--- config.mk ---
export PLATFORM = sky130hd
export DESIGN_NAME = stsr_draw_cell
export DESIGN_NICKNAME = d
export VERILOG_FILES = /design/src/rtl/stsr_pkg.sv /design/src/rtl/stsr_draw_cell.sv
export SDC_FILE = /design/constraint.sdc
export NUM_CORES = 1
export LEC_CHECK = 0
export BUFFER_PORTS_ARGS = -buffer_cell sky130_fd_sc_hd__buf_2
export CAP_MARGIN = 20
export CORE_UTILIZATION = 40
export DETAILED_ROUTE_END_ITERATION = 12
export PLACE_DENSITY = 0.59
export SLEW_MARGIN = 20
export SYNTH_ARGS = -nofsm -noshare
export SYNTH_HDL_FRONTEND = slang
export SYNTH_SLANG_ARGS = --single-unit
--- constraint.sdc ---
create_clock -name clk -period 4.7 [get_ports clk]
set_input_delay 0 -clock clk [delete_from_list [all_inputs] [get_ports clk]]
set_output_delay 0 -clock clk [all_outputs]
set_load 0.02 [all_outputs]
--- src/rtl/stsr_pkg.sv ---
// ----------------------------------------------------------------------------
// stsr_pkg
// Shared types, constants and the seed table for the seeded range generator.
// ----------------------------------------------------------------------------
package stsr_pkg;

  localparam logic [31:0] MULT_CONST = 32'd69069;
  localparam int unsigned DRAW_W     = 28;
  localparam int unsigned FRAC_W     = 16;
  localparam int unsigned N_DRAW     = 3;
  // input register + two stages per draw cell + one per remainder bit + output
  localparam int unsigned LATENCY    = 1 + 2 * N_DRAW + DRAW_W + 1;

  // Draw counts per mode
  localparam logic [1:0] DRAWS_INT  = 2'd1;
  localparam logic [1:0] DRAWS_FRAC = 2'd3;

  localparam logic FUNC_INT  = 1'b0;
  localparam logic FUNC_FRAC = 1'b1;

  typedef struct packed {
    logic        func;
    logic [31:0] lo;
    logic [32:0] span;   // high - low + 1, with a wrapped zero read as 2^32
  } ctl_t;

  localparam logic [14:0] SEED_TAB [0:255] = '{
    15'd28985, 15'd27138, 15'd26457, 15'd9451, 15'd17764, 15'd10909, 15'd28790, 15'd8716,
    15'd6361, 15'd4853, 15'd17798, 15'd21977, 15'd19643, 15'd20662, 15'd10834, 15'd20103,
    15'd27067, 15'd28634, 15'd18623, 15'd25849, 15'd8576, 15'd26234, 15'd23887, 15'd18228,
    15'd32587, 15'd4836, 15'd3306, 15'd1811, 15'd3035, 15'd24559, 15'd18399, 15'd315,
    15'd26766, 15'd907, 15'd24102, 15'd12370, 15'd9674, 15'd2972, 15'd10472, 15'd16492,
    15'd22683, 15'd11529, 15'd27968, 15'd30406, 15'd13213, 15'd2319, 15'd23620, 15'd16823,
    15'd10013, 15'd23772, 15'd21567, 15'd1251, 15'd19579, 15'd20313, 15'd18241, 15'd30130,
    15'd8402, 15'd20807, 15'd27354, 15'd7169, 15'd21211, 15'd17293, 15'd5410, 15'd19223,
    15'd10255, 15'd22480, 15'd27388, 15'd9946, 15'd15628, 15'd24389, 15'd17308, 15'd2370,
    15'd9530, 15'd31683, 15'd25927, 15'd23567, 15'd11694, 15'd26397, 15'd32602, 15'd15031,
    15'd18255, 15'd17582, 15'd1422, 15'd28835, 15'd23607, 15'd12597, 15'd20602, 15'd10138,
    15'd5212, 15'd1252, 15'd10074, 15'd23166, 15'd19823, 15'd31667, 15'd5902, 15'd24630,
    15'd18948, 15'd14330, 15'd14950, 15'd8939, 15'd23540, 15'd21311, 15'd22428, 15'd22391,
    15'd3583, 15'd29004, 15'd30498, 15'd18714, 15'd4278, 15'd2437, 15'd22430, 15'd3439,
    15'd28313, 15'd23161, 15'd25396, 15'd13471, 15'd19324, 15'd15287, 15'd2563, 15'd18901,
    15'd13103, 15'd16867, 15'd9714, 15'd14322, 15'd15197, 15'd26889, 15'd19372, 15'd26241,
    15'd31925, 15'd14640, 15'd11497, 15'd8941, 15'd10056, 15'd6451, 15'd28656, 15'd10737,
    15'd13874, 15'd17356, 15'd8281, 15'd25937, 15'd1661, 15'd4850, 15'd7448, 15'd12744,
    15'd21826, 15'd5477, 15'd10167, 15'd16705, 15'd26897, 15'd8839, 15'd30947, 15'd27978,
    15'd27283, 15'd24685, 15'd32298, 15'd3525, 15'd12398, 15'd28726, 15'd9475, 15'd10208,
    15'd617, 15'd13467, 15'd22287, 15'd2376, 15'd6097, 15'd26312, 15'd2974, 15'd9114,
    15'd21787, 15'd28010, 15'd4725, 15'd15387, 15'd3274, 15'd10762, 15'd31695, 15'd17320,
    15'd18324, 15'd12441, 15'd16801, 15'd27376, 15'd22464, 15'd7500, 15'd5666, 15'd18144,
    15'd15314, 15'd31914, 15'd31627, 15'd6495, 15'd5226, 15'd31203, 15'd2331, 15'd4668,
    15'd12650, 15'd18275, 15'd351, 15'd7268, 15'd31319, 15'd30119, 15'd7600, 15'd2905,
    15'd13826, 15'd11343, 15'd13053, 15'd15583, 15'd30055, 15'd31093, 15'd5067, 15'd761,
    15'd9685, 15'd11070, 15'd21369, 15'd27155, 15'd3663, 15'd26542, 15'd20169, 15'd12161,
    15'd15411, 15'd30401, 15'd7580, 15'd31784, 15'd8985, 15'd29367, 15'd20989, 15'd14203,
    15'd29694, 15'd21167, 15'd10337, 15'd1706, 15'd28578, 15'd887, 15'd3373, 15'd19477,
    15'd14382, 15'd675, 15'd7033, 15'd15111, 15'd26138, 15'd12252, 15'd30996, 15'd21409,
    15'd25678, 15'd18555, 15'd13256, 15'd23316, 15'd22407, 15'd16727, 15'd991, 15'd9236,
    15'd5373, 15'd29402, 15'd6117, 15'd15241, 15'd27715, 15'd19291, 15'd19888, 15'd19847
  };

  function automatic logic [31:0] tab_lookup(input logic [7:0] idx);
    tab_lookup = {17'd0, SEED_TAB[idx]};
  endfunction

endpackage

--- src/rtl/stsr_draw_cell.sv ---
// ----------------------------------------------------------------------------
// stsr_draw_cell
// Generator step, two stages: multiply, then table add and +1 if draws remain.
// ----------------------------------------------------------------------------
module stsr_draw_cell (
  input  logic                clk,
  input  logic                rst_n,
  input  logic                vld_i,
  input  stsr_pkg::ctl_t      ctl_i,
  input  logic [31:0]         word_i,
  input  logic [1:0]          cnt_i,
  output logic                vld_o,
  output stsr_pkg::ctl_t      ctl_o,
  output logic [31:0]         word_o,
  output logic [1:0]          cnt_o
);
  import stsr_pkg::*;

  logic        vld_a_r;
  ctl_t        ctl_a_r;
  logic [31:0] prod_r, word_a_r;
  logic [1:0]  cnt_a_r;

  logic        vld_b_r;
  ctl_t        ctl_b_r;
  logic [31:0] word_b_r, word_b_nxt;
  logic [1:0]  cnt_b_r, cnt_b_nxt;

  always_ff @(posedge clk) begin
    if (!rst_n) begin
      vld_a_r <= 1'b0;
      vld_b_r <= 1'b0;
    end else begin
      vld_a_r <= vld_i;
      vld_b_r <= vld_a_r;
    end
  end

  always_comb begin
    if (cnt_a_r != 2'd0) begin
      word_b_nxt = prod_r + tab_lookup(prod_r[7:0]) + 32'd1;
      cnt_b_nxt  = cnt_a_r - 2'd1;
    end else begin
      word_b_nxt = word_a_r;
      cnt_b_nxt  = cnt_a_r;
    end
  end

  always_ff @(posedge clk) begin
    ctl_a_r  <= ctl_i;
    prod_r   <= word_i * MULT_CONST;
    word_a_r <= word_i;
    cnt_a_r  <= cnt_i;
    ctl_b_r  <= ctl_a_r;
    word_b_r <= word_b_nxt;
    cnt_b_r  <= cnt_b_nxt;
  end

  assign vld_o  = vld_b_r;
  assign ctl_o  = ctl_b_r;
  assign word_o = word_b_r;
  assign cnt_o  = cnt_b_r;
endmodule

# Word-level counts from Yosys, hierarchy flattened

Memories as Yosys holds them, arrays and structs flattened.
Index checks and enable logic that the tools add are counted.

Input port bits: 103
Memories kept: 1
Bits in read-only memories: 3840
Bits in registers: 234

Bitwise logic cells: 1
$lt $le $gt $ge: 1
Multiply operators: 1
Muxes and demuxes: 4
$add $sub $neg: 3
Reductions and logical operators: 1

Memories:

| memory           | depth | bits a word | read ports | clocked after Yosys merged registers in | wr ports | line           | text |
|---|---|---|---|---|---|---|---|
| (name not given) | 256   | 15          | 1          | 0                                       | 0        | stsr_pkg.sv:63 | `tab_lookup = {17'd0, SEED_TAB[idx]};` |

Operator list:

| kind                                                                  | number |
|---|---|
| 32-bit by 1-bit adder with 32-bit output, second input constant       | 1 |
| 32-bit by 15-bit adder with 32-bit output                             | 1 |
| 32-bit by 17-bit multiplier with 32-bit output, second input constant | 1 |
| 32-bit two-way mux                                                    | 1 |
| 15-bit two-way mux                                                    | 2 |
| 9-bit greater-or-equal comparator, second input constant              | 1 |
| 8-bit NOT with 9-bit output                                           | 1 |
| 2-bit two-way mux                                                     | 1 |
| 2-bit nonzero test                                                    | 1 |
| 2-bit by 1-bit subtractor with 2-bit output, second input constant    | 1 |

# Longest topological paths before layout

Gate-level depths: netlist of the first run.

Depth after elaboration: 7
Mapped depth: 21

# Worst setup path after synthesis of the first run

OpenSTA, ideal clock, no wires.

Kind: input port to flip-flop
Start point: input port word_i[5]
End point: register prod_r[30]
Buffers on the path: 0
Setup slack: -324 ps
Data arrival time: 4902 ps
Stages on the path: 18
Required time: 4578 ps
Cells stage by stage: ha_1 fa_1 inv_1 fa_1 fa_1 inv_1 fa_1 inv_1 fa_1 inv_1 ha_1 a21o_1 a31o_1 a311o_1 o311a_1 a211oi_2 a2111oi_0 a311o_1

Cells in the longest elaborated chain, start to end: 1

RTL lines:

| item                                           | line                 | text |
|---|---|---|
| start: declaration                             | stsr_draw_cell.sv:10 | `input logic [31:0] word_i,` |
| 32-bit by 17-bit multiplier with 32-bit output | stsr_draw_cell.sv:51 | `prod_r <= word_i * MULT_CONST;` |
| end signal: assignment                         | stsr_draw_cell.sv:51 |  |
| end: declaration                               | stsr_draw_cell.sv:21 | `logic [31:0] prod_r, word_a_r;` |

Every way passes these cells.
A chain may end at the register's enable or synchronous reset.

# Worst setup path after layout of the first run

Start point: register prod_r[3]
End point: register word_b_r[23], in the netlist word_o[23]

Cells in the longest elaborated chain, start to end: 7

RTL lines:

| item                                                   | line                 | text |
|---|---|---|
| 8-bit NOT with 9-bit output (not written as such)      | stsr_pkg.sv:63       |  |
| memory read 256 x 15 bit                               | n/a                  |  |
| 15-bit two-way mux (not written as such) (2 in series) | stsr_pkg.sv:63       |  |
| 32-bit by 15-bit adder with 32-bit output *            | stsr_draw_cell.sv:41 | `word_b_nxt = prod_r + tab_lookup(prod_r[7:0]) + 32'd1;` |
| 32-bit by 1-bit adder with 32-bit output *             | stsr_draw_cell.sv:41 |  |
| 32-bit two-way mux *                                   | stsr_draw_cell.sv:40 | `if (cnt_a_r != 2'd0) begin` |
| net word_b_nxt[23]                                     | stsr_draw_cell.sv:26 | `logic [31:0] word_b_r, word_b_nxt;` |
| end signal: assignment                                 | stsr_draw_cell.sv:55 | `word_b_r <= word_b_nxt;` |
| end: declaration                                       | stsr_draw_cell.sv:26 |  |

Mark *: on every way through the listed nets, which the timed path passes. The rest lies on a longest branch. The select of a mux whose other input is x is not followed.

==> results of run 1 <==
==> metal layers <==
| metal | up-vias | part of all wire | global-route usage | wire length [um] |
|---|---|---|---|---|
| met4 | 0 | 0.050 | 0.166 | 4580 |
| met1 | 9794 | 0.42 | 0.507 | 38300 |
| met3 | 245 | 0.085 | 0.0619 | 7850 |
| met5 | - | 0 | 0 | 0 |
| li1 | 8949 | - | - | - |
| met2 | 1073 | 0.45 | 0.595 | 41200 |
==> flip-flops by register name, summed over array words and instances, names as in the netlist, 2 cells and up <==
signal	cells
word_a_r	32
ctl_o	66
cnt_a_r	2
word_o	32
ctl_a_r	66
prod_r	30
cnt_o	2
==> cell usage after synthesis, drive strengths merged, types with 32 or more instances <==
library cell and number:
inv 279, dfxtp 232, ha 196, a21oi 149, fa 147, nand2 144
o21ai 131, nor2 115, clkbuf 72, buf 57, nand3 49, nor3 48
a211oi 45, xnor2 34, nand2b 32
==> how the worst max path moves through the flow <==
stage / slack [ps] / cells after the start / end / start
2_1_floorplan: -90 / 18 / prod_r[30]$_DFF_P_ / word_i[5]
3_3_place_gp: -680 / 19 / prod_r[30]$_DFF_P_ / word_i[5]
3_5_place_dp: -710 / 19 / prod_r[30]$_DFF_P_ / word_i[5]
4_1_cts: -8 / 23 / word_o[15]$_DFF_P_ / word_a_r[0]$_DFF_P_
5_1_grt: -120 / 19 / prod_r[30]$_DFF_P_ / word_i[5]
6_report: -20 / 18 / word_o[23]$_DFF_P_ / prod_r[3]$_DFF_P_
==> layout make-up <==
| class | instances | share of cell area |
|---|---|---|
| Multi-Input combinational cell | 1476 | 0.484 |
| Timing Repair Buffer | 904 | 0.250 |
| Sequential cell | 232 | 0.169 |
| Inverter | 282 | 0.0384 |
| Tap cell | 600 | 0.0271 |
| Clock buffer | 31 | 0.0246 |
| Clock inverter | 15 | 0.00647 |
| Antenna cell | 1 | 0.0000904 |
==> power breakdown <==
group          total [mW]  internal [mW]  switching [mW]
Combinational        19.2           8.94            10.2
Clock                2.06           1.20           0.862
Sequential           2.76           2.48           0.281
Total                24.0           12.6            11.4
==> kinds of logic after synthesis <==
logic type,after synthesis
adder cells (fa/ha/maj),343
buffers and inverters,411
AO/OA/AOI/OAI,567
flip-flops,232
AND/OR/NAND/NOR,479
multiplexers,28
XOR/XNOR,59
==> repair_timing <==
action	4_1_cts	5_1_grt
resized for setup	83	160
buffers inserted	4	18
endpoints found under the hold margin	103	0
pin swaps	17	55
endpoints found under the setup margin	25	26
hold buffers	104	0
==> worst max-delay path: stages (launching register included) <==
cell and delay (ps):
dfxtp_4 500, buf_12 220, buf_4 190, xor2_1 90
buf_4 160, a221oi_2 290, o21ai_0 110, o211ai_1 620
o211ai_1 170, a32o_2 310, ha_4 290, o21a_1 120
o21ai_2 80, a211oi_4 320, nor4_4 110, o31a_1 340
buf_6 140, or4_4 480, nand3_2 80
==> metrics by stage <==
stage	util	cells	setup TNS (ps)
floorplan	-	2119	-92.9
global placement	0.539	3378	-13250
detailed placement	0.539	3378	-14160
CTS	0.588	3530	-8.04
global route	0.606	3540	-220
finish	0.606	3541	-22.7
==> results.toml, run 1 <==
[status]
status = "finished, violations left"
violations = "DRC, setup timing"

[placed_design]
port_buffers = 203
placed_area_mm2 = 0.0246
dp_slack_ps = -712
place.gp.congestion = 1.07
hpwlAfterDp_mm = 73.3

[floorplanning]
fp-row-count = 78
num_io_pins = 204
die_y_um = 218
fp.coreArea_mm2 = 0.0457
initial_utilization = 0.409
dieWidth_um = 218
die_area_mm2 = 0.0476

[sta]
max-slew-margin-rel = 0.395
finalHoldViolCount = 0
fmax_mhz = 212
final.setup.worst_slack_ps = -22.7
tightest_slew_ps = 908
timing.final.crit_share = 1.00
rsz0062_at_grt = "yes"
final_max_slew_viol_count = 0
hold_ws_ps = 44.7
skew_ps = 15.9
setup_viol = 1
period_needed_ps = 4720

[pwr]
p_leak_nw = 13.1
total_power_mw = 24.0
vdd_ir_drop_max_mv = 0.859
p_per_area_mw_per_mm2 = 867

[setup_path]
startpoint_type = "flop"
r2r_cells = 18
r2r-start = "prod_r[3]$_DFF_P_"
rr_endpoint = "word_o[23]$_DFF_P_"
arrival_ps = 5210
cp.required_ps = 5190
r2r_slack_ps = -20
crit_type = "flop to flop"
setup.worst_path.end_class = "flop"
crit_fanout = 21

[clock_tree]
clkTransAtPathRegs_ps = 60
cts_tree = "yes"
cts_max_path_buffers = 3
cts_buffers = 26
clock-root-buffer = "clkbuf_16"
clock_latency_ps = 560
htree_num_levels = 1
cts.sinks = 232

[finish]
final_area_mm2 = 0.0277
area_delta_synth_final_pct = 48.1
mostFrequentLayoutCells = "buf_4 (556), inv_1 (276), dfxtp_1 (225)"
layout_commonest_cell = "buf_4"
multi_input_area_mm2 = 0.0134
regArea_mm2 = 0.00467
drive_gt1_frac = 0.354
nets = 3368
fill_cells = 3962

[min_path]
hp-class = "input pin to flop"
holdPathEnd = "prod_r[3]$_DFF_P_"
hold_path_depth = 4
hp-start = "word_i[0]"

[detailed_routing]
final_antenna_net_count = 0
vias_per_cell = 5.67
routedWlPerCell_um = 25.9
dr.pass1.iters = 10
wl_mm = 91.9
drc = 2
via_count = 20061
drt_iter0_markers = 1986

[yosys]
synthTopCellsByArea = "dfxtp_1 (25%), fa_1 (16%), ha_1 (13%)"
ys_seq_area_frac = 0.249
synth_compound_area_frac = 0.198
synth_flop_cell = "dfxtp_1"
ys_seq_elements = 232
synth-simple-area-share = 0.121
syn_area_per_cell_um2 = 8.81
netlist_area_mm2 = 0.0187
syn_inst = 2119
synth-adder-area-share = 0.289
synth_cell_types = 78
yosysTopAreaCellShare = 0.249
synth_warnings = 0
synthMuxAreaShare = 0.0285
synth_top_family_by_area = "adder cells"
synth_xor_area_frac = 0.0284
syn_nets = 2565
synthArstFlopShare = 0
synth_top_area_cell = "dfxtp_1"
synth_edf_count = 0

[global_route]
overflow = 0
grtUsageTotal = 0.377
grt_max_degree = 47
antenna_found_initial = 1
grt_pass1_vias = 19836
grt_pass1_wl_mm = 131

[job]
max_cap_viol_count = 0
(Power assumes the default switching activity.)
==> run 2, diff against run 1 <==
PLACE_DENSITY = 0.72   (was 0.59)
==> results.toml, run 2 (synthesized netlist as in run 1, its figures left out) <==
[sta]
finalHoldViolCount = 0
period_needed_ps = 4690
final_max_slew_viol_count = 0
tightest_slew_ps = 906
timing.final.crit_share = 0.998
setup_viol = 0
skew_ps = 35.4
fin_setup_tns_ps = 0
max-slew-margin-rel = 0.396
fmax_mhz = 213
rsz0062_at_grt = "yes"
final.setup.worst_slack_ps = 10.7

[detailed_routing]
wl_mm = 95.4
final_antenna_net_count = 0
vias_per_cell = 5.84
drc = 0
drt_iter0_markers = 1844
dr.pass1.iters = 6
routedWlPerCell_um = 27.3
via_count = 20452

[setup_path]
startpoint_type = "input pin"
cp.required_ps = 5160
setup.worst_path.end_class = "flop"
rr_endpoint = "word_o[20]$_DFF_P_"
crit_fanout = 4
r2r_cells = 17
arrival_ps = 5150
r2r_slack_ps = 100
r2r-start = "word_a_r[0]$_DFF_P_"
crit_type = "input pin to flop"

[clock_tree]
clkTransAtPathRegs_ps = 70
htree_num_levels = 1
cts.sinks = 232
cts_buffers = 26
cts_tree = "yes"
cts_max_path_buffers = 3
clock-root-buffer = "clkbuf_16"
clock_latency_ps = 570

[finish]
layout_commonest_cell = "buf_4"
drive_gt1_frac = 0.340
area_delta_synth_final_pct = 46.8
final_util = 0.600
mostFrequentLayoutCells = "buf_4 (500), inv_1 (276), dfxtp_1 (225)"
nets = 3324
final_cells = 3500

[placed_design]
dp_slack_ps = -679
hpwlAfterDp_mm = 73.2
dp.cells = 3321
port_buffers = 203
place.gp.congestion = 1.13

[floorplanning]
dieWidth_um = 218
fp-row-count = 78
num_io_pins = 204
fp.coreArea_mm2 = 0.0457
die_area_mm2 = 0.0476
die_y_um = 218
initial_utilization = 0.409

[pwr]
p_leak_nw = 13.0
vdd_ir_drop_max_mv = 0.824
p_per_area_mw_per_mm2 = 874
total_power_mw = 24.0

[job]
max_cap_viol_count = 0

[global_route]
grt_max_degree = 52
grtUsageTotal = 0.394
antenna_found_initial = 5
overflow = 0
grt_pass1_wl_mm = 136
grt_pass1_vias = 20838

[min_path]
hold_path_depth = 4
hp-class = "input pin to flop"
holdPathEnd = "prod_r[3]$_DFF_P_"
hp-start = "word_i[3]"

[status]
status = "complete, no violations"
[run 2: cell types whose count changed in the layout (fill, tap and decap cells not counted), sizes merged]
cell      delta
clkinv       -3
bufinv       -2
clkbuf       +3
buf         -45
inv          +5
diode        +2
clkinvlp     -1
[run 2: critical path, cell delays in order]
cell and delay, ps:
buf_2 150, ha_4 260, fa_1 520, inv_1 50, fa_1 500, fa_1 510
inv_1 50, fa_1 480, inv_1 50, fa_1 480, inv_1 60, ha_4 220
and3_4 180, and2b_2 190, a311o_1 370, o311a_4 420, a211oi_4 280, a2111oi_2 110
a311o_1 280
[run 2: per-stage QoR]
step	instance area [um2]	hold slack, ps
6_report	27400	22.6
3_5_place_dp	24300	104
5_1_grt	27400	30.9
3_3_place_gp	24300	104
4_1_cts	26600	3.62
2_1_floorplan	18700	27.7
[run 2: layer usage]
metal / routed length, um / global-route usage / share of wire / up-vias
met5: 13 / 0 / 0.00014 / -
met4: 7890 / 0.258 / 0.083 / 2
met3: 8650 / 0.0805 / 0.091 / 401
met2: 44300 / 0.651 / 0.46 / 1242
met1: 34600 / 0.464 / 0.36 / 9932
li1: - / - / - / 8875
[run 2: final cells by class]
| cell class | instances | area, um2 |
|---|---|---|
| sequential | 232 | 4660 |
| antenna | 3 | 7.51 |
| inverter | 282 | 1060 |
| fill | 3909 | 18300 |
| tap | 600 | 751 |
| clock inverter | 14 | 149 |
| clock buffer | 33 | 728 |
| multi-input combinational | 1476 | 13300 |
| timing repair buffer | 860 | 6730 |
[run 2: worst max-delay path by stage]
stage / cells past startpoint / start / slack, ps / endpoint
2_1_floorplan: 18 / word_i[5] / -90 / prod_r[30]$_DFF_P_
3_3_place_gp: 19 / word_i[5] / -640 / prod_r[30]$_DFF_P_
3_5_place_dp: 19 / word_i[5] / -680 / prod_r[30]$_DFF_P_
4_1_cts: 24 / word_a_r[0]$_DFF_P_ / -7 / word_o[15]$_DFF_P_
5_1_grt: 19 / word_i[5] / -70 / prod_r[30]$_DFF_P_
6_report: 19 / word_i[5] / 10 / prod_r[30]$_DFF_P_
[run 2: what timing repair did]
item | in CTS | in global routing
hold buffers | 104 | 0
endpoints found under the setup margin | 22 | 31
endpoints found under the hold margin | 103 | 0
pin swaps | 15 | 46
gates cloned | 0 | 1
gates resized for setup | 78 | 152
setup buffers | 8 | 18
[run 2: power breakdown]
part	internal (mW)	switching, mW	leakage (nW)	total [mW]
Clock	1.18	0.904	0.435	2.08
Combinational	8.78	10.3	10.6	19.1
Sequential	2.48	0.309	1.96	2.79
Total	12.4	11.5	13.0	24.0
