[src/rtl/stsr_pkg.sv]
// ----------------------------------------------------------------------------
// stsr_pkg
// Shared types, constants and the seed table for the seeded range generator.
// ----------------------------------------------------------------------------
package stsr_pkg;

  localparam logic [31:0] MULT_CONST = 32'd69069;
  localparam int unsigned DRAW_W     = 28;
  localparam int unsigned FRAC_W     = 16;
  localparam int unsigned N_DRAW     = 3;
  // input register + two stages per draw cell + one per remainder bit + output
  localparam int unsigned LATENCY    = 1 + 2 * N_DRAW + DRAW_W + 1;

  // Draw counts per mode
  localparam logic [1:0] DRAWS_INT  = 2'd1;
  localparam logic [1:0] DRAWS_FRAC = 2'd3;

  localparam logic FUNC_INT  = 1'b0;
  localparam logic FUNC_FRAC = 1'b1;

  typedef struct packed {
    logic        func;
    logic [31:0] lo;
    logic [32:0] span;   // high - low + 1, with a wrapped zero read as 2^32
  } ctl_t;

  localparam logic [14:0] SEED_TAB [0:255] = '{
    15'd28985, 15'd27138, 15'd26457, 15'd9451, 15'd17764, 15'd10909, 15'd28790, 15'd8716,
    15'd6361, 15'd4853, 15'd17798, 15'd21977, 15'd19643, 15'd20662, 15'd10834, 15'd20103,
    15'd27067, 15'd28634, 15'd18623, 15'd25849, 15'd8576, 15'd26234, 15'd23887, 15'd18228,
    15'd32587, 15'd4836, 15'd3306, 15'd1811, 15'd3035, 15'd24559, 15'd18399, 15'd315,
    15'd26766, 15'd907, 15'd24102, 15'd12370, 15'd9674, 15'd2972, 15'd10472, 15'd16492,
    15'd22683, 15'd11529, 15'd27968, 15'd30406, 15'd13213, 15'd2319, 15'd23620, 15'd16823,
    15'd10013, 15'd23772, 15'd21567, 15'd1251, 15'd19579, 15'd20313, 15'd18241, 15'd30130,
    15'd8402, 15'd20807, 15'd27354, 15'd7169, 15'd21211, 15'd17293, 15'd5410, 15'd19223,
    15'd10255, 15'd22480, 15'd27388, 15'd9946, 15'd15628, 15'd24389, 15'd17308, 15'd2370,
    15'd9530, 15'd31683, 15'd25927, 15'd23567, 15'd11694, 15'd26397, 15'd32602, 15'd15031,
    15'd18255, 15'd17582, 15'd1422, 15'd28835, 15'd23607, 15'd12597, 15'd20602, 15'd10138,
    15'd5212, 15'd1252, 15'd10074, 15'd23166, 15'd19823, 15'd31667, 15'd5902, 15'd24630,
    15'd18948, 15'd14330, 15'd14950, 15'd8939, 15'd23540, 15'd21311, 15'd22428, 15'd22391,
    15'd3583, 15'd29004, 15'd30498, 15'd18714, 15'd4278, 15'd2437, 15'd22430, 15'd3439,
    15'd28313, 15'd23161, 15'd25396, 15'd13471, 15'd19324, 15'd15287, 15'd2563, 15'd18901,
    15'd13103, 15'd16867, 15'd9714, 15'd14322, 15'd15197, 15'd26889, 15'd19372, 15'd26241,
    15'd31925, 15'd14640, 15'd11497, 15'd8941, 15'd10056, 15'd6451, 15'd28656, 15'd10737,
    15'd13874, 15'd17356, 15'd8281, 15'd25937, 15'd1661, 15'd4850, 15'd7448, 15'd12744,
    15'd21826, 15'd5477, 15'd10167, 15'd16705, 15'd26897, 15'd8839, 15'd30947, 15'd27978,
    15'd27283, 15'd24685, 15'd32298, 15'd3525, 15'd12398, 15'd28726, 15'd9475, 15'd10208,
    15'd617, 15'd13467, 15'd22287, 15'd2376, 15'd6097, 15'd26312, 15'd2974, 15'd9114,
    15'd21787, 15'd28010, 15'd4725, 15'd15387, 15'd3274, 15'd10762, 15'd31695, 15'd17320,
    15'd18324, 15'd12441, 15'd16801, 15'd27376, 15'd22464, 15'd7500, 15'd5666, 15'd18144,
    15'd15314, 15'd31914, 15'd31627, 15'd6495, 15'd5226, 15'd31203, 15'd2331, 15'd4668,
    15'd12650, 15'd18275, 15'd351, 15'd7268, 15'd31319, 15'd30119, 15'd7600, 15'd2905,
    15'd13826, 15'd11343, 15'd13053, 15'd15583, 15'd30055, 15'd31093, 15'd5067, 15'd761,
    15'd9685, 15'd11070, 15'd21369, 15'd27155, 15'd3663, 15'd26542, 15'd20169, 15'd12161,
    15'd15411, 15'd30401, 15'd7580, 15'd31784, 15'd8985, 15'd29367, 15'd20989, 15'd14203,
    15'd29694, 15'd21167, 15'd10337, 15'd1706, 15'd28578, 15'd887, 15'd3373, 15'd19477,
    15'd14382, 15'd675, 15'd7033, 15'd15111, 15'd26138, 15'd12252, 15'd30996, 15'd21409,
    15'd25678, 15'd18555, 15'd13256, 15'd23316, 15'd22407, 15'd16727, 15'd991, 15'd9236,
    15'd5373, 15'd29402, 15'd6117, 15'd15241, 15'd27715, 15'd19291, 15'd19888, 15'd19847
  };

  function automatic logic [31:0] tab_lookup(input logic [7:0] idx);
    tab_lookup = {17'd0, SEED_TAB[idx]};
  endfunction

endpackage

[src/rtl/stsr_mod_cell.sv]
// ----------------------------------------------------------------------------
// stsr_mod_cell
// One restoring remainder step: shifts in one draw bit, subtracts the span when it fits.
// ----------------------------------------------------------------------------
module stsr_mod_cell (
  input  logic                            clk,
  input  logic                            rst_n,
  input  logic                            vld_i,
  input  stsr_pkg::ctl_t                  ctl_i,
  input  logic [31:0]                     rem_i,
  input  logic [stsr_pkg::DRAW_W-1:0]     num_i,
  input  logic [stsr_pkg::FRAC_W-1:0]     frac_i,
  output logic                            vld_o,
  output stsr_pkg::ctl_t                  ctl_o,
  output logic [31:0]                     rem_o,
  output logic [stsr_pkg::DRAW_W-1:0]     num_o,
  output logic [stsr_pkg::FRAC_W-1:0]     frac_o
);
  import stsr_pkg::*;

  logic              vld_r;
  ctl_t              ctl_r;
  logic [31:0]       rem_r;
  logic [DRAW_W-1:0] num_r;
  logic [FRAC_W-1:0] frac_r;
  logic [32:0]       trial;
  logic [32:0]       rem_nxt;

  // remainder stays below span, so the difference always fits 32 bits
  always_comb begin
    trial = {rem_i, num_i[DRAW_W-1]};
    if (trial >= ctl_i.span) rem_nxt = trial - ctl_i.span;
    else                     rem_nxt = trial;
  end

  always_ff @(posedge clk) begin
    if (!rst_n) vld_r <= 1'b0;
    else        vld_r <= vld_i;
  end

  always_ff @(posedge clk) begin
    ctl_r  <= ctl_i;
    rem_r  <= rem_nxt[31:0];
    num_r  <= {num_i[DRAW_W-2:0], 1'b0};
    frac_r <= frac_i;
  end

  assign vld_o  = vld_r;
  assign ctl_o  = ctl_r;
  assign rem_o  = rem_r;
  assign num_o  = num_r;
  assign frac_o = frac_r;
endmodule

[config.mk]
export PLATFORM = sky130hd
export DESIGN_NAME = stsr_mod_cell
export DESIGN_NICKNAME = d
export VERILOG_FILES = /design/src/rtl/stsr_pkg.sv /design/src/rtl/stsr_mod_cell.sv
export SDC_FILE = /design/constraint.sdc
export NUM_CORES = 1
export LEC_CHECK = 0
export BUFFER_PORTS_ARGS = -buffer_cell sky130_fd_sc_hd__buf_2
export CAP_MARGIN = 10
export CORE_MARGIN = 10
export CORE_UTILIZATION = 40
export DETAILED_ROUTE_END_ITERATION = 8
export PLACE_DENSITY = 0.76
export SLEW_MARGIN = 20
export SYNTH_ARGS = -nofsm -noshare
export SYNTH_HDL_FRONTEND = slang
export SYNTH_SLANG_ARGS = --single-unit
[constraint.sdc]
create_clock -name clk -period 3 [get_ports clk]
set_input_delay 0.45 -clock clk [delete_from_list [all_inputs] [get_ports clk]]
set_output_delay 0.45 -clock clk [all_outputs]
set_load 0.02 [all_outputs]
### After elaboration in Yosys (flattened, before gate mapping)

Index checks and enable logic that the tools add are counted.

* register bits after elaboration: 142
* output and inout port bits: 143
* input port bits: 145
* logic and storage cells: 10

* mux-type cells: 1
* $lt $le $gt $ge: 1
* add/subtract/negate cells: 1

Operators with widths (number)
* $ge A33 B33 Y1: 1
* $mux W32: 1
* $sub A32 B32 Y32: 1

### Logic depth before layout (Yosys ltp)

Gate-level depths: netlist (run 1).

* word-level depth: 2
* depth in mapped cells: 14
* mapped depth without buffers: 13

### Least setup slack after synthesis (run 1)

OpenSTA, ideal clock, no wires.

* kind: input port to flip-flop
* from: input port ctl_i[2] (netlist name)
* to: register rem_r[29] (netlist: rem_o[29])
* data arrival time: 3.145 ns
* setup time: 0.122 ns
* data required time: 2.878 ns
* stages: 14
* path buffers: 3
* slack: -0.267 ns
* cell sequence: inv_1 -> ha_1 -> nor2_1 -> a211o_1 -> a311o_1 -> and3b_4 -> o31ai_4 -> a31oi_2 -> o21a_1 -> buf_6 -> and2_1 -> buf_6 -> buf_6 -> a221o_1

* cells in the longest elaborated chain, start to end: 2
* elaborated cells on any way between the ends: 3

RTL lines
* from (decl): RTL line stsr_mod_cell.sv:9 `input stsr_pkg::ctl_t ctl_i,`
* $sub A32 B32 Y32 / $ge A33 B33 Y1 (equally long branches): RTL line stsr_mod_cell.sv:32 `if (trial >= ctl_i.span) rem_nxt = trial - ctl_i.span;`
* $mux W32 (*): RTL line stsr_mod_cell.sv:32
* via rem_nxt[29]: RTL line stsr_mod_cell.sv:27 `logic [32:0] rem_nxt;`
* to (signal assigned): RTL line stsr_mod_cell.sv:43 `rem_r <= rem_nxt[31:0];`
* to (decl): RTL line stsr_mod_cell.sv:23 `logic [31:0] rem_r;`

The timed path passes the listed nets; every way through them passes the cells marked *.
A chain may end at the register's enable or synchronous reset.

### Final worst setup path (run 1)

* from: input port ctl_i[1] (netlist name)
* to: register rem_r[8] (netlist: rem_o[8])

The elaborated chain is that of the path after synthesis.

==> results of run 1 <==
[layout by cell type (no fill, tap or decap), types with 8 or more instances in the layout]
cell type,instances
clkbuf_16,17
o21ai_1,8
o21ai_0,11
inv_1,35
nand2_1,15
xnor2_1,15
dfxtp_1,142
nor2_1,13
mux2_1,10
xor2_1,11
buf_4,48
nand3_1,13
mux2_4,13
a21oi_1,27
buf_2,286
ha_1,25
a21o_1,25
[per-stage QoR]
stage	util	hold WS, ns	cell area, sq um	power (uW)	instances
floorplan	-	0.478	5270	2800	453
global route	0.617	0.113	7750	5430	980
finish	0.617	0.136	7750	5210	980
CTS	0.617	0.119	7750	5270	979
detailed placement	0.571	0.554	7180	3250	947
global placement	0.571	0.552	7180	3230	947
[cells by family after synthesis]
kind of cell | after synthesis | share of synthesized area
DFF | 142 | 0.556
and+or+nand+nor | 71 | 0.0707
xor gates and xnor gates | 26 | 0.0445
adders and majority gates | 34 | 0.0847
AOI/OAI and AO/OA | 107 | 0.142
buffers and inverters | 49 | 0.0443
muxes | 23 | 0.0573
other | 1 | 0.000734
[flip-flops by register name (all words and copies together) (netlist names)]
name,cells
vld_o,1
rem_o,32
num_o,27
frac_o,16
ctl_o,66
[final cells by class]
| cell class | instances | area share |
|---|---|---|
| Sequential cell | 142 | 0.367 |
| Multi-Input combinational cell | 262 | 0.281 |
| Timing Repair Buffer | 334 | 0.231 |
| Clock buffer | 20 | 0.0576 |
| Tap cell | 172 | 0.0278 |
| Inverter | 37 | 0.0195 |
| Clock inverter | 12 | 0.0163 |
| Antenna cell | 1 | 0.000323 |
[layer usage]
metal	GRT usage	vias to the layer above
li1	-	2259
met1	0.190	2094
met2	0.342	183
met3	0.0715	20
met4	0.0630	0
met5	0	-
[worst paths after layout]
check                   end       from  slack (ns)
setup / recovery   rem_o[8]   ctl_i[1]        0.27
hold / removal    ctl_o[42]  ctl_i[42]        0.14
[power breakdown]
part | internal (uW) | total [uW] | switching [uW]
clock network | 1180 | 2010 | 822
logic | 495 | 1120 | 626
registers | 2050 | 2080 | 37.2
total | 3720 | 5210 | 1490
==> results.yml, run 1 <==
drt:
  wl_met3_um: 1440
  highest_layer: "met4"
  drt-total-wl_um: 17000
  drtAntennaViolNets: 0
  drc: 0
  firstDrtPassIters: 4
  drt_iter0_drc: 190
  wl_per_cell_um: 17.3
  viasPerCell: 4.65
  wl_met1_um: 6260
  vias: 4556
  met2_length_um: 9070
timing:
  rsz0062_at_grt: "no"
  period_share: 0.911
  tns_ns: 0
  period_needed_ns: 2.73
  setup_viol: 0
  max_freq_ghz: 0.366
  hold_viol: 0
  setup_slack_ns: 0.267
  slew_viol_final: 0
logic_synthesis:
  syn-num-nets: 632
  synth_seq_cells: 142
  ys_types: 52
  synthCells: 453
  async_flop_share: 0
  synth_commonest_cells: "dfxtp_1, inv_1, ha_1, a21oi_1, a21o_1"
  synth_most_common_cell: "dfxtp_1"
  synthesis.area_sq_um: 5110
  yosysTopAreaCell: "dfxtp_1"
  synth.top_cell.area_share: 0.556
  ys_warn_count: 0
  synthFlopType: "dfxtp_1"
  synth-edff-count: 0
  synth.avg_cell_area_sq_um: 11.3
  yosysSeqAreaShare: 0.556
  synth.area.top_cells: "dfxtp_1, ha_1, a21o_1, mux2_1, inv_1"
power_and_ir_drop:
  ir_worst_vdd_v: 0.000595
  powerDensity_nw_per_um2: 672
  leakagePower_uw: 0.00397
cells_and_area:
  drive_gt1_frac: 0.489
  nFillCells: 1060
  seqCellArea_sq_um: 2840
  multi_input_comb_area_sq_um: 2180
  nNetsFinal: 973
  syn2layout_area_growth_pct: 51.6
job:
  maxCapViolations: 0
critical_path:
  critPathLaunchType: "input port"
  cp_slowest_cell: "mux2_1"
  cp_top_family: "compound AO/OA/AOI/OAI gates"
  crit_cells: 12
  cp_max_fo: 28
  end_kind: "flop"
  arrival_ns: 3.02
  cp_cell_sequence: "buf_2 > inv_12 > ha_4 > nand2b_4 > a211o_1 > a311o_1 > and3b_4 > o31ai_4 > a31oi_4 > o21a_1 > and2_4 > mux2_1"
  cpPeakStageDelay_ns: 0.37
  cp.required_ns: 3.29
  cp_num_buf_inv: 2
  path_class: "in -> reg"
status:
  outcome: "completed"
clock_network:
  cts.clk_slew.worst_paths_ns: 0.06
  cts_buffer_depth: 2
  cts_resized: 0
  cts_sinks: 142
  cts_root_buf: "clkbuf_16"
  cts_hold_buffers: 0
  post-cts-setup-buffers: 0
  cts_tree: "done"
  ctsHtreeMaxLevel: 4
  cts-buffers-inserted: 17
floorplanning:
  die-area_sq_um: 17700
  dieHeight_um: 133
  fp.dieW_um: 133
  ios: 288
  start_util: 0.407
  placement_rows: 41
  core_sq_um: 12600
global_route:
  grt_pass1_wl_um: 26400
  grt_pass1_vias: 4821
  grt_max_degree: 29
  antenna_found_initial: 1
  grt_use_total: 0.187
  grt_overflow: 0
worst_hold_path:
  holdPathStages: 1
  holdCritPathClass: "in -> reg"
place:
  dp_hpwl_um: 14200
  portBuffers: 286
  place_congestion: 0.855
  pre_cts_ws_ns: -0.167
Power figures use the tool's default switching activity.
==> run 2: changes to the inputs <==
- ABC_AREA: not set -> 1
- CORE_UTILIZATION: 40 -> 42
==> results.yml, run 2 <==
status:
  outcome: "completed"
clock_network:
  cts_hold_buffers: 0
  cts_root_buf: "clkbuf_16"
  cts_tree: "done"
  ctsHtreeMaxLevel: 4
  cts_buffer_depth: 2
  cts_sinks: 142
  cts-buffers-inserted: 17
  cts_resized: 0
  post-cts-setup-buffers: 0
  cts.clk_slew.worst_paths_ns: 0.06
critical_path:
  end_kind: "flop"
  critPathLaunchType: "input port"
  cp_max_fo: 33
  path_class: "in -> reg"
  cp.required_ns: 3.36
  arrival_ns: 2.35
worst_hold_path:
  min_delay_worst_endpoint: "num_o[1]"
  holdCritPathClass: "in -> reg"
  holdPathStages: 1
  hp-start: "num_i[0]"
logic_synthesis:
  synth_commonest_cells: "nand2_1, dfxtp_1, inv_1, nand3_1, nor2_1"
  synth.avg_cell_area_sq_um: 7.60
  yosysSeqAreaShare: 0.467
  synth-edff-count: 0
  synth_most_common_cell: "nand2_1"
  ys_types: 31
  yosysTopAreaCell: "dfxtp_1"
  ys_warn_count: 0
  syn-num-nets: 979
  synthesis.area_sq_um: 6080
  synth_seq_cells: 142
  synthFlopType: "dfxtp_1"
  synth.top_cell.area_share: 0.467
  synthCells: 800
  synth.area.top_cells: "dfxtp_1, nand2_1, inv_1, ha_1, nand3_1"
  async_flop_share: 0
global_route:
  grt_pass1_vias: 5874
  antenna_found_initial: 0
  grt_max_degree: 34
  grt_overflow: 0
  grt_pass1_wl_um: 31500
  grt_use_total: 0.197
place:
  place_congestion: 0.944
  dp_hpwl_um: 16700
  portBuffers: 286
  pre_cts_ws_ns: 0.581
drt:
  firstDrtPassIters: 5
  viasPerCell: 4.56
  wl_met3_um: 1690
  vias: 5884
  drt-total-wl_um: 20100
  drc: 0
  wl_met1_um: 7820
  drt_iter0_drc: 282
  wl_per_cell_um: 15.6
  met2_length_um: 10400
  highest_layer: "met4"
  drtAntennaViolNets: 0
timing:
  period_needed_ns: 1.99
  hold_viol: 0
  period_share: 0.664
  rsz0062_at_grt: "no"
  setup_viol: 0
  max_freq_ghz: 0.502
  setup_slack_ns: 1.01
  tns_ns: 0
  slew_viol_final: 0
cells_and_area:
  largest_reg_flops: 66
  nFillCells: 1315
  final_util: 0.589
  drive_gt1_frac: 0.327
  layout_commonest_cell: "buf_2"
  n_antenna_cell: 0
  syn2layout_area_growth_pct: 35.9
  nNetsFinal: 1277
  most-common-layout-cells: "buf_2, nand2_1, dfxtp_1"
floorplanning:
  fp.dieW_um: 140
  die-area_sq_um: 19700
  placement_rows: 43
  start_util: 0.433
  core_sq_um: 14000
  dieHeight_um: 140
  ios: 288
power_and_ir_drop:
  leakagePower_uw: 0.00481
  powerDensity_nw_per_um2: 641
  ir_worst_vdd_v: 0.000404
job:
  maxCapViolations: 0
[run 2: through the flow]
stage               cells  cell area [sq um]  hold WS [ns]  power [uW]
CTS                  1290               8270         0.118        5350
finish               1290               8270         0.129        5300
floorplan             800               6080         0.478        2860
global placement     1259               7680         0.552        3240
global route         1290               8270         0.113        5540
detailed placement   1259               7680         0.554        3260
[run 2: layer usage]
metal  vias up  GRT usage
li1       3016          -
met3        15     0.0656
met5         -          0
met4         0     0.0500
met2       238      0.366
met1      2615      0.209
[run 2: logic make-up after synthesis]
family,share of synthesized area
and+or+nand+nor,0.314
DFF,0.467
adders and majority gates,0.0712
buffers and inverters,0.107
AOI/OAI and AO/OA,0.0197
xor gates and xnor gates,0.0202
other,0.000616
[run 2: worst max-delay path, cell delays in order]
cell	delay [ns]
buf_2	0.09
inv_1	0.04
ha_1	0.35
nand2_1	0.12
nor2_1	0.20
nand3_1	0.13
nand3_2	0.13
nand2_2	0.07
nand2_2	0.09
nand2_4	0.16
nand2_8	0.27
nand3_1	0.13
nand2_1	0.08
[run 2: how the worst max path moves through the flow]
stage              start        end  cells past startpoint
6_report        ctl_i[8]  rem_o[31]                     13
5_1_grt         ctl_i[3]   rem_o[0]                     15
4_1_cts         ctl_i[8]  rem_o[17]                     13
3_5_place_dp    ctl_i[8]  rem_o[17]                     13
3_3_place_gp    ctl_i[8]  rem_o[17]                     13
2_1_floorplan  num_i[27]  rem_o[28]                     12
[run 2: report_power, final]
part	switching (uW)	internal [uW]	total, uW
combinational	744	390	1130
clock	846	1240	2090
sequential	33.6	2040	2080
total	1620	3670	5300
[run 2: final cells by class]
type / instances / area (sq um) / share of cell area
sequential: 142 / 2840 / 0.344
multi-input combinational: 497 / 2590 / 0.313
timing repair buffer: 289 / 1450 / 0.176
inverter: 151 / 567 / 0.0686
clock buffer: 17 / 425 / 0.0515
tap: 180 / 225 / 0.0272
clock inverter: 14 / 161 / 0.0195
==> run 3: changes to the inputs <==
- CORE_UTILIZATION: 42 -> 47
- PLACE_DENSITY: 0.76 -> 0.81
- clock period: 3 -> 2 ns (I/O delays scaled with it)
==> results.yml, run 3 (synthesized netlist as in run 2, its figures left out) <==
cells_and_area:
  final_util: 0.773
  drive_gt1_frac: 0.330
  syn2layout_area_growth_pct: 60.9
  largest_reg_flops: 66
  most-common-layout-cells: "buf_2, nand2_1, dfxtp_1"
  nNetsFinal: 1444
  final_cells: 1451
  nFillCells: 876
  layout_commonest_cell: "buf_2"
timing:
  rsz0062_at_grt: "no"
  slew_viol_final: 0
  max_freq_ghz: 0.571
  period_needed_ns: 1.75
  period_share: 0.875
  setup_viol: 0
  hold_viol: 0
power_and_ir_drop:
  p_seq_frac: 0.371
  switchingPower_uw: 2670
  internal_power_uw: 5810
  swShare: 0.315
  powerDensity_nw_per_um2: 866
  ir_worst_vdd_v: 0.000520
  pwr-share-comb: 0.247
  leakagePower_uw: 0.00553
  clkPwrFrac: 0.382
worst_hold_path:
  holdCritPathClass: "in -> reg"
critical_path:
  critPathLaunchType: "input port"
  arrival_ns: 2.07
  cp.required_ns: 2.32
  path_class: "in -> reg"
  cp_slowest_cell: "fa_1"
  end_kind: "flop"
  cp_max_fo: 4
  cpPeakStageDelay_ns: 0.45
  cp_cell_sequence: "buf_2 > inv_1 > ha_1 > inv_1 > fa_1 > nand3_1 > nand3_1 > nand2_1 > nand3_1 > nand2_1 > nand4_1 > nand3_2 > nand2_1"
clock_network:
  cts_resized: 0
  ctsHtreeMaxLevel: 4
  cts-buffers-inserted: 17
  cts_buffer_depth: 2
  cts_tree: "done"
  cts_root_buf: "clkbuf_16"
  cts.clk_slew.worst_paths_ns: 0.06
  cts_sinks: 142
drt:
  drt_iter0_drc: 468
  vias: 6798
  firstDrtPassIters: 5
  drt-total-wl_um: 26100
  viasPerCell: 4.69
  drc: 0
  drtAntennaViolNets: 0
  wl_per_cell_um: 18.0
global_route:
  grt_overflow: 0
  grt_pass1_vias: 7291
  grt_max_degree: 34
  grt_use_total: 0.284
  antenna_found_initial: 2
  grt_pass1_wl_um: 40200
floorplanning:
  fp.dieW_um: 134
  placement_rows: 41
  die-area_sq_um: 17900
  core_sq_um: 12700
  dieHeight_um: 134
  start_util: 0.480
  ios: 288
place:
  dp_cells: 1310
  dp_hpwl_um: 17300
  place_congestion: 0.948
  portBuffers: 286
status:
  outcome: "completed"
job:
  maxCapViolations: 0
==> run 3: cell count changes in the layout (fill, tap and decap cells not counted), sizes merged <==
cell / change
dlygate4sd3: +108
diode: +2
clkinv: -5
clkbuf: +1
clkinvlp: +3
buf: +59
inv: +1
==> run 3: metal layers <==
metal	track usage	up-vias	wire, um
met4	0.120	0	861
met2	0.516	275	13300
met5	0	-	0
met3	0.0799	58	2020
li1	-	3362	-
met1	0.299	3103	9900
==> run 3: final cells by class <==
| cell class | instances | area (sq um) | area share |
|---|---|---|---|
| Clock buffer | 18 | 439 | 0.0449 |
| Antenna cell | 2 | 5.00 | 0.000511 |
| Inverter | 151 | 567 | 0.0579 |
| Sequential cell | 142 | 2840 | 0.290 |
| Timing Repair Buffer | 456 | 2980 | 0.304 |
| Multi-Input combinational cell | 497 | 2590 | 0.265 |
| Clock inverter | 13 | 153 | 0.0156 |
| Tap cell | 172 | 215 | 0.0220 |
==> run 3: path summary, 6_finish.rpt <==
path | endpoint | start | slack [ns] | cells after the start
setup / recovery | rem_o[24] | num_i[27] | 0.25 | 13
hold / removal | ctl_o[13] | ctl_i[13] | 0.02 | 1
==> run 3: through the flow <==
| stage | total power (uW) | setup WS, ns | setup TNS, ns | cell area (sq um) | hold slack (ns) |
|---|---|---|---|---|---|
| final | 8470 | 0.249 | 0 | 9790 | 0.0228 |
| after global routing | 8810 | 0.108 | 0 | 9790 | 0.0177 |
| after CTS | 8360 | 0.304 | 0 | 9780 | 0.0111 |
| after detailed placement | 5050 | -0.150 | -2.30 | 8110 | 0.404 |
| after global placement | 5010 | -0.0851 | -2.03 | 8110 | 0.402 |
| after floorplan | 4290 | 0.237 | 0 | 6080 | 0.328 |
==> run 3: critical path: cells and delay by family <==
| kind | cells | cell delay (ns) |
|---|---|---|
| buffers and inverters | 3 | 0.23 |
| adder cells (fa/ha/maj) | 2 | 0.59 |
| AND/OR/NAND/NOR | 8 | 0.96 |
==> run 3: what timing repair did <==
| action | CTS | global route |
|---|---|---|
| setup endpoints to repair | 0 | 0 |
| hold buffers | 108 | 0 |
| hold endpoints to repair | 108 | 0 |
| buffers inserted | 0 | 0 |
==> run 3: power groups by stage <==
stage                     Combinational [uW]  Clock [uW]  Sequential, uW
after floorplan                          787           0            3500
after global placement                  1830           0            3170
after detailed placement                1860           0            3180
after CTS                               2050        3190            3120
after global routing                    2280        3370            3150
final                                   2100        3240            3140
